[config.mk]
export PLATFORM = sky130hd
export DESIGN_NAME = tts_controller
export DESIGN_NICKNAME = d
export VERILOG_FILES = /design/src/hdl/tts_pkg.sv /design/src/hdl/tts_controller.sv
export SDC_FILE = /design/constraint.sdc
export NUM_CORES = 1
export LEC_CHECK = 0
export ABC_AREA = 0
export ABC_CLOCK_PERIOD_IN_PS = 2580
export BUFFER_PORTS_ARGS = -buffer_cell sky130_fd_sc_hd__buf_2
export CAP_MARGIN = 20
export CORE_UTILIZATION = 57
export DETAILED_ROUTE_END_ITERATION = 7
export PLACE_DENSITY_LB_ADDON = 0.05
export SYNTH_ARGS = -nofsm -noshare
export SYNTH_HDL_FRONTEND = slang
export SYNTH_SLANG_ARGS = --single-unit
[constraint.sdc]
create_clock -name clk -period 2.58 [get_ports clk]
set_input_delay 0.516 -clock clk [delete_from_list [all_inputs] [get_ports clk]]
set_output_delay 0.516 -clock clk [all_outputs]
set_load 0.02 [all_outputs]
[src/hdl/tts_pkg.sv]
// shared types, constants and fixed-point helpers of the tridiagonal solver
package tts_pkg;

    localparam int MAX_ROWS  = 32;
    localparam int FRAC_BITS = 16;
    localparam int IDX_W     = 6;
    localparam int ADDR_W    = $clog2(MAX_ROWS);
    localparam int CNT_W     = $clog2(MAX_ROWS + 1);

    localparam logic signed [31:0] Q_MAX = 32'sh7fffffff;
    localparam logic signed [31:0] Q_MIN = 32'sh80000000;

    localparam logic [1:0] ST_OK    = 2'd0;
    localparam logic [1:0] ST_PIVOT = 2'd1;
    localparam logic [1:0] ST_OVER  = 2'd2;

    localparam int DIV_W = 32 + FRAC_BITS + 1;

    typedef enum logic [3:0] {
        S_IDLE,
        S_MUL_G,
        S_DEN,
        S_MUL_B,
        S_DIV_G,
        S_DIV_B,
        S_STORE,
        S_EMIT0,
        S_EMITN,
        S_RD,
        S_MULX,
        S_EMITX,
        S_EMITL
    } state_t;

    typedef enum logic [1:0] {
        MSRC_PREV_G,
        MSRC_PREV_B,
        MSRC_BACK
    } msrc_t;

    typedef enum logic [2:0] {
        OSEL_ZERO,
        OSEL_BETA,
        OSEL_X
    } osel_t;

    // controller to datapath
    typedef struct packed {
        logic        load_row;
        logic        mul_go;
        msrc_t       mul_src;
        logic        den_go;
        logic        div_g_go;
        logic        div_b_go;
        logic        store;
        logic        rd_go;
        logic        x_go;
        logic        x_from_beta;
        logic        out_go;
        osel_t       out_sel;
        logic [IDX_W-1:0] out_idx;
        logic [1:0]  out_status;
        logic        out_last;
        logic        clear;
    } cmd_t;

    // datapath to controller
    typedef struct packed {
        logic div_busy;
        logic den_zero;
        logic out_full;
    } stat_t;

    function automatic logic signed [31:0] sat32(input logic signed [65:0] v);
        if (v > 66'(signed'(Q_MAX)))
            return Q_MAX;
        else if (v < 66'(signed'(Q_MIN)))
            return Q_MIN;
        else
            return v[31:0];
    endfunction

endpackage

[src/hdl/tts_controller.sv]
// controller: sequences elimination, division and back substitution
module tts_controller (
    input  logic                clk,
    input  logic                rst_n,
    input  logic                in_valid,
    input  logic                in_last,
    output logic                in_ready,
    output tts_pkg::cmd_t       cmd,
    input  tts_pkg::stat_t      stat,
    output logic [tts_pkg::ADDR_W-1:0] wr_addr,
    output logic [tts_pkg::ADDR_W-1:0] rd_addr
);
    import tts_pkg::*;

    state_t state_reg, state_next;
    logic [CNT_W-1:0] cnt_reg, cnt_next;
    logic [IDX_W-1:0] i_reg, i_next;
    logic             last_reg, last_next;
    logic [1:0]       err_reg, err_next;
    logic             accept;
    logic [1:0]       st;

    assign in_ready = (state_reg == S_IDLE) && !stat.out_full;
    assign accept   = in_valid && in_ready;
    assign st       = err_reg[0] ? ST_PIVOT : ST_OK;
    assign wr_addr  = cnt_reg[ADDR_W-1:0];
    assign rd_addr  = ADDR_W'(i_reg - IDX_W'(1));

    always_comb
    begin
        state_next = state_reg;
        cnt_next   = cnt_reg;
        i_next     = i_reg;
        last_next  = last_reg;
        err_next   = err_reg;
        unique case (state_reg)
            S_IDLE:
            begin
                if (accept)
                begin
                    last_next = in_last;
                    if (!in_last && cnt_reg == CNT_W'(MAX_ROWS))
                        err_next[1] = 1'b1;
                    else if (in_last && (err_reg[1] || cnt_reg == CNT_W'(MAX_ROWS)))
                    begin
                        err_next[1] = 1'b1;
                        state_next  = S_EMITL;
                    end
                    else
                        state_next = S_MUL_G;
                end
            end
            S_MUL_G: state_next = S_DEN;
            S_DEN:   state_next = S_MUL_B;
            // the last row runs the gamma division too, its quotient is unused
            S_MUL_B: state_next = S_DIV_G;
            S_DIV_G:
            begin
                if (stat.den_zero)
                    err_next[0] = 1'b1;
                state_next = S_DIV_B;
            end
            S_DIV_B:
                if (!stat.div_busy)
                    state_next = S_STORE;
            S_STORE:
            begin
                if (stat.den_zero)
                    err_next[0] = 1'b1;
                if (!stat.div_busy)
                begin
                    if (last_reg)
                    begin
                        i_next     = IDX_W'(cnt_reg) + IDX_W'(1);
                        state_next = S_EMIT0;
                    end
                    else
                    begin
                        cnt_next   = cnt_reg + 1'b1;
                        state_next = S_IDLE;
                    end
                end
            end
            S_EMIT0:
                if (!stat.out_full)
                    state_next = S_EMITN;
            S_EMITN:
                if (!stat.out_full)
                begin
                    i_next     = i_reg - 1'b1;
                    state_next = (i_reg == IDX_W'(1)) ? S_EMITL : S_RD;
                end
            S_RD:    state_next = S_MULX;
            S_MULX:  state_next = S_EMITX;
            // new x lands in x_reg, emitted by the next pass through S_EMITN
            S_EMITX: state_next = S_EMITN;
            S_EMITL:
                if (!stat.out_full)
                begin
                    state_next = S_IDLE;
                    cnt_next   = '0;
                    err_next   = '0;
                    i_next     = '0;
                end
            default: state_next = S_IDLE;
        endcase
    end

    always_comb
    begin
        cmd = '0;
        cmd.mul_src = MSRC_BACK;
        cmd.out_sel = OSEL_ZERO;
        cmd.out_status = st;
        unique case (state_reg)
            S_IDLE:  cmd.load_row = accept;
            S_MUL_G:
            begin
                cmd.mul_go  = 1'b1;
                cmd.mul_src = MSRC_PREV_G;
            end
            S_DEN:   cmd.den_go = 1'b1;
            S_MUL_B:
            begin
                cmd.mul_go  = 1'b1;
                cmd.mul_src = MSRC_PREV_B;
            end
            S_DIV_G:
            begin
                cmd.mul_src  = MSRC_PREV_B;
                cmd.div_g_go = 1'b1;
            end
            S_DIV_B: cmd.div_b_go = !stat.div_busy;
            S_STORE: cmd.store = !stat.div_busy;
            S_EMIT0:
            begin
                cmd.out_go  = !stat.out_full;
                cmd.out_idx = '0;
                cmd.x_go        = 1'b1;
                cmd.x_from_beta = 1'b1;
            end
            S_EMITN:
            begin
                cmd.out_go  = !stat.out_full;
                cmd.out_sel = OSEL_X;
                cmd.out_idx = i_reg;
            end
            S_RD:    cmd.rd_go = 1'b1;
            S_MULX:  cmd.mul_go = 1'b1;
            S_EMITX: cmd.x_go = 1'b1;
            S_EMITL:
            begin
                cmd.out_go     = !stat.out_full;
                cmd.out_idx    = err_reg[1] ? '0 : IDX_W'(cnt_reg) + IDX_W'(2);
                cmd.out_status = err_reg[1] ? ST_OVER : st;
                cmd.out_last   = 1'b1;
                cmd.clear      = !stat.out_full;
            end
            default: ;
        endcase
    end

    always_ff @(posedge clk or negedge rst_n)
    begin
        if (!rst_n)
        begin
            state_reg <= S_IDLE;
            cnt_reg   <= '0;
            i_reg     <= '0;
            last_reg  <= 1'b0;
            err_reg   <= '0;
        end
        else
        begin
            state_reg <= state_next;
            cnt_reg   <= cnt_next;
            i_reg     <= i_next;
            last_reg  <= last_next;
            err_reg   <= err_next;
        end
    end

    a_cnt_bound: assert property (@(posedge clk) disable iff (!rst_n)
        cnt_reg <= CNT_W'(MAX_ROWS))
        else $error("row count past capacity");
    a_accept_idle: assert property (@(posedge clk) disable iff (!rst_n)
        accept |=> (state_reg == S_IDLE || state_reg == S_MUL_G || state_reg == S_EMITL))
        else $error("bad state after accepted word");
    a_emitl_clear: assert property (@(posedge clk) disable iff (!rst_n)
        (state_reg == S_EMITL && !stat.out_full) |=> (cnt_reg == '0 && err_reg == '0))
        else $error("run state not cleared");
endmodule

# Word level (Yosys, flattened, before mapping)
# Index checks and enable logic that the tools add are counted.
# word_totals
output_inout_bits,36
elab_cells,101
register_bits,19
# classes
n_eq_ne,25
add_sub_neg,3
reduce_logical,24
mux,43
# ops
cell,n
4-bit one-hot mux with 13 select lines,1
6-bit 2-to-1 mux,7
4-bit 2-to-1 mux,9
6-bit one-hot mux with 2 select lines,2
4-bit == test (second input constant),5
2-bit != test (second input constant),9
6-bit one-hot mux with 3 select lines,1
4-bit by 3-bit == test with 1-bit output (second input constant),4
1-bit 2-to-1 mux,15
4-bit by 2-bit == test with 1-bit output (second input constant),2
4-bit AND reduction,2
7-bit AND reduction,1
6-bit by 1-bit adder with 6-bit output (second input constant),1
6-bit by 2-bit adder with 6-bit output (second input constant),1
6-bit by 1-bit == test with 1-bit output (second input constant),1
6-bit == test (second input constant),1
2-bit 2-to-1 mux,3
3-bit 2-to-1 mux,2
2-bit nonzero test,3
2-bit OR reduction,3
3-bit OR reduction,2
6-bit by 1-bit subtractor with 6-bit output (second input constant),1
5-bit AND reduction,1
4-bit by 1-bit == test with 1-bit output (second input constant),1
other kinds (11),17

# Depth between registers and ports, before layout
# logic_depth
word_depth,7
depth_mapped,9

# Worst setup path after synthesis
# OpenSTA, ideal clock, no wires.
# synth_path
path_kind,register -> output
startpoint,reg state_reg[0]
endpoint,out cmd[21] (netlist bit)
t_arrival_ns,1.600
setup_slack_ns,0.464
path_stages_with_launch,6
path_buffers,2
required_time_ns,2.064
path_cell_list,dfrtp_1 buf_2 buf_1 nand2_1 or2_2 a21oi_1
# synth_lines
element,line,source
"start, declared",tts_controller.sv:15,"state_t state_reg, state_next;"
"start signal, assigned",tts_controller.sv:175,state_reg <= state_next;
"end, declared",tts_controller.sv:8,"output tts_pkg::cmd_t cmd,"

==> impl_summary.log <==
[metrics] category of the worst setup path launch point: register
[metrics] count of placed standard cells including taps: around 260
[metrics] largest family of logic cells by synthesized area: simple AND/OR/NAND/NOR gates
[metrics] share of synthesized cell area in full adder, half adder and majority cells: 3.77%
[metrics] number of buffers added to fix hold violations after cts: 0
[metrics] area share of xor/xnor cells in the synthesized design: between 5 and 6%
[metrics] Max Fclk: 408 MHz
[metrics] Combinational Power Share: between 60% and 70%
[metrics] Pwr per Cell Area: between 1000 and 1500 nW/um^2
[metrics] initial antenna violation count: 0
[metrics] Yosys reg bits: 19
[metrics] mux share of post-synthesis cell area: 3.92%
[metrics] core footprint: about 2800 sq um
[metrics] non-filler cells, final: 260
[metrics] gate count of the mapped netlist: between 200 and 250
[metrics] reg-to-reg startpoint: state_reg[1]
[metrics] first-pass GRT wire length: 7210 um
[metrics] register-to-register path setup slack: slightly below 0.5 ns
[metrics] synthesized-area fraction occupied by ao, oa, aoi and oai cells: 20.9%
[metrics] arrival time of data at the critical path endpoint: roughly 1.9 ns
[metrics] count of antenna-violating nets left after detailed routing: 0
[metrics] run status: complete, no violations
[metrics] RSZ-0062 raised after global routing: no
[metrics] Hold Crit Class: input port to asynchronous set/reset pin
[metrics] number of global-route vias before repair: between 1k and 1.5k
[metrics] synthesis warning total: 0
[metrics] proportion of layout cells with a drive suffix above 1: approximately 28%
[metrics] maximum clock path buffer count: 2
[metrics] Netlist cell types: between 50 and 60
[metrics] horizontal extent of the die: about 56 um
[metrics] final number of hold-violating endpoints: 0
[metrics] CP endpoint: cmd[8]
[metrics] Skew-Pair Late Insertion Delay: 0.33 ns
[metrics] router iterations before antenna repair: 4
[metrics] synthesized cell area: about 1700 sq um
[metrics] power consumption: approximately 2300 uW
[metrics] total clock buffers created by CTS: 3
[metrics] Inserted Diodes: 0
[metrics] fraction of synthesis flops using an asynchronous set or reset pin: 100%
[metrics] Total Routing Usage GR: 29.4%
[metrics] Maximum Capacitance Violations: 0
[metrics] global-route congestion overflow total: 0
[metrics] total length of routed wires: about 4300 um
[metrics] Sw Ratio: 54.1%
[metrics] category of the worst setup path capture point: output pin
[metrics] slew at the pin closest to its max-slew limit: 0.502 ns
[metrics] headroom to the max-slew limit: between 60% and 70%
[metrics] maximum number of pins on one net before global-route repair: 20
[metrics] Vert. Die Dim: about 56 um
[metrics] clock root buffer master: sky130_fd_sc_hd__clkbuf_4
[metrics] Vias: 1,623
[metrics] quantity of I/O buffers inserted on ports: 40
[metrics] worst setup path class: register to output pin
[metrics] number of enable-type register cells in the synthesized netlist: 0
[metrics] Setup TNS: 0 ns
[metrics] data required time at the worst endpoint: around 2.1 ns
[metrics] H-tree levels: 1
[metrics] clock net sink count: 19
[metrics] clock transition at the registers of the reported paths: 0.13 ns
[metrics] Max Slew Vio Count: 0
[metrics] per-instance average area after synthesis: around 8.2 sq um
[metrics] final critical-path share of the clock period: between 90% and 100%
[metrics] Synth Flop Type: sky130_fd_sc_hd__dfrtp_1
[metrics] worst-case reg-to-reg path depth: 5
[metrics] count of standard-cell rows: 19
[metrics] detail-routed net length per standard cell: between 15 and 20 um
[metrics] worst reg2reg path endpoint: cnt_reg[5]
[metrics] CP startpoint: state_reg[0]
[metrics] count of pins on the block boundary: 43
[metrics] mean number of vias per cell: roughly 6.2
[metrics] basic-gate share of the synthesized area counting and, or, nand and nor cells: between 20% and 30%
[metrics] drt drc: 0
[metrics] growth of design area from synthesis to finish: 11.8%
[metrics] initial DRC count: 106
[metrics] weighted congestion reported at the end of routability-driven placement: 0.967
[metrics] maximum vdd ir drop: around 890 uV
[metrics] buffers inserted during post-CTS setup optimization: 0
[metrics] peak fanout along the critical path: 10
[metrics] sequential fraction of design power: between 20% and 30%
[metrics] crit path time final: 2.45 ns
[metrics] starting density of the core: 60.2%
[metrics] setup clock skew after layout: 0.0171 ns
[metrics] Int Pwr: between 1000 and 1500 uW
[metrics] cell leakage power: just under 0.0009 uW
[metrics] CTS tree: built
[metrics] Die Footprint: around 3100 sq um
[metrics] sequential area share after synthesis: approximately 29%
[metrics] switching component of the power: 1250 uW
[metrics] number of nets in the layout: around 240
[metrics] Setup violations, final: 0
[metrics] fraction of power consumed by the clock network: 7.4%
[metrics] dpl hpwl: about 3300 um
==> area by class of cell <==
type	count	area, sq um
clock buffers	3	22.5
well taps	31	38.8
fillers	252	903
multi-input cells	148	1020
repair buffers	46	245
inverters	12	45.0
clock inverters	1	7.51
flip-flops and latches	19	479
==> worst max-delay path, cell delays in order, from the launching register on <==
cell                       delay (ns)
sky130_fd_sc_hd__dfrtp_1         0.50
sky130_fd_sc_hd__or4b_4          0.61
sky130_fd_sc_hd__clkinv_1        0.19
sky130_fd_sc_hd__a22o_1          0.16
sky130_fd_sc_hd__buf_2           0.15
==> kinds of logic (layout without fill, tap and decap cells) <==
| group | Yosys count | after routing |
|---|---|---|
| flip-flops | 19 | 19 |
| AND/OR/NAND/NOR | 76 | 76 |
| XOR/XNOR | 11 | 11 |
| AO/OA/AOI/OAI | 48 | 48 |
| adder cells (fa/ha/maj) | 5 | 5 |
| buffers and inverters | 36 | 62 |
| multiplexers | 6 | 6 |
| other | 1 | 2 |
==> cells in the mapped netlist (2+ instances only) <==
master | n | area share, %
sky130_fd_sc_hd__buf_2 | 4 | 1.2
sky130_fd_sc_hd__nand3_1 | 12 | 3.6
sky130_fd_sc_hd__o31ai_1 | 2 | 0.90
sky130_fd_sc_hd__o32ai_1 | 3 | 1.6
sky130_fd_sc_hd__ha_1 | 5 | 3.8
sky130_fd_sc_hd__nand2b_1 | 9 | 3.4
sky130_fd_sc_hd__and2_1 | 5 | 1.9
sky130_fd_sc_hd__mux2_2 | 4 | 2.7
sky130_fd_sc_hd__mux2i_1 | 2 | 1.2
sky130_fd_sc_hd__nand2_1 | 10 | 2.3
sky130_fd_sc_hd__o21a_1 | 2 | 0.90
sky130_fd_sc_hd__clkbuf_1 | 10 | 2.3
sky130_fd_sc_hd__inv_1 | 11 | 2.5
sky130_fd_sc_hd__a2111oi_0 | 2 | 1.1
sky130_fd_sc_hd__nor2b_1 | 4 | 1.5
sky130_fd_sc_hd__nand4_1 | 3 | 1.1
sky130_fd_sc_hd__o211ai_1 | 4 | 1.8
sky130_fd_sc_hd__nor2_1 | 10 | 2.3
sky130_fd_sc_hd__a32oi_1 | 2 | 1.1
sky130_fd_sc_hd__buf_4 | 7 | 3.2
sky130_fd_sc_hd__xnor2_1 | 2 | 1.1
sky130_fd_sc_hd__buf_6 | 2 | 1.4
sky130_fd_sc_hd__dfrtp_1 | 19 | 29
sky130_fd_sc_hd__a21oi_1 | 10 | 3.0
sky130_fd_sc_hd__a21o_1 | 2 | 0.90
sky130_fd_sc_hd__a22o_1 | 4 | 2.1
sky130_fd_sc_hd__xor2_1 | 9 | 4.8
sky130_fd_sc_hd__a311o_1 | 2 | 1.2
sky130_fd_sc_hd__nor3b_1 | 3 | 1.4
sky130_fd_sc_hd__or4_1 | 2 | 0.90
sky130_fd_sc_hd__o21ai_0 | 7 | 2.1
sky130_fd_sc_hd__nor3_1 | 9 | 2.7
==> metal layers <==
metal	vias up	routed length (um)	track usage, %
li1	775	-	-
met4	0	23	5.57
met5	-	0	0
met3	3	379	4.65
met1	762	1910	43.7
met2	83	1990	45.6
==> layout by cell type (no fill, tap or decap), drive strengths merged, types with 3 or more instances in the layout <==
cell    Yosys  final
a21oi      10     10
a22o        4      4
and2        5      5
buf        14     46
clkbuf     10      3
dfrtp      19     19
ha          5      5
inv        11     11
mux2        4      4
nand2      10     10
nand2b      9      9
nand3      12     12
nand4       3      3
nor2       11     11
nor2b       4      4
nor3        9      9
nor3b       3      3
o211ai      4      4
o21ai       7      7
o32ai       3      3
xor2        9      9
==> metrics by stage <==
stage	hold slack (ns)	utilization (%)	setup slack, ns	cell area [sq um]
floorplan	0.220	-	0.464	1660
global placement	0.471	65.7	0.502	1810
detailed placement	0.477	65.7	0.408	1810
CTS	0.114	66.7	0.0412	1840
global route	0.126	67.2	0.0326	1850
finish	0.105	67.2	0.131	1850
==> worst min path at each step <==
stage / startpoint / endpoint / slack (ns) / cells after the start
floorplan: rst_n / cnt_reg[0] / 0.22 / 0
global placement: rst_n / cnt_reg[3] / 0.47 / 1
detailed placement: rst_n / cnt_reg[3] / 0.48 / 1
CTS: rst_n / cnt_reg[3] / 0.11 / 1
global route: rst_n / cnt_reg[3] / 0.13 / 1
finish: rst_n / cnt_reg[3] / 0.10 / 1
==> power groups by stage <==
stage,clock network (uW),registers [uW],logic (uW)
finish,171,662,1470
global route,188,692,1600
CTS,172,645,1460
detailed placement,0,653,1450
global placement,0,639,1440
floorplan,0,528,1200
==> what timing repair did <==
action,in CTS,in global routing
endpoints found under the hold margin,0,0
endpoints found under the setup margin,0,3
resized for setup,0,6
No activity file was read; power rests on OpenSTA's default activity.
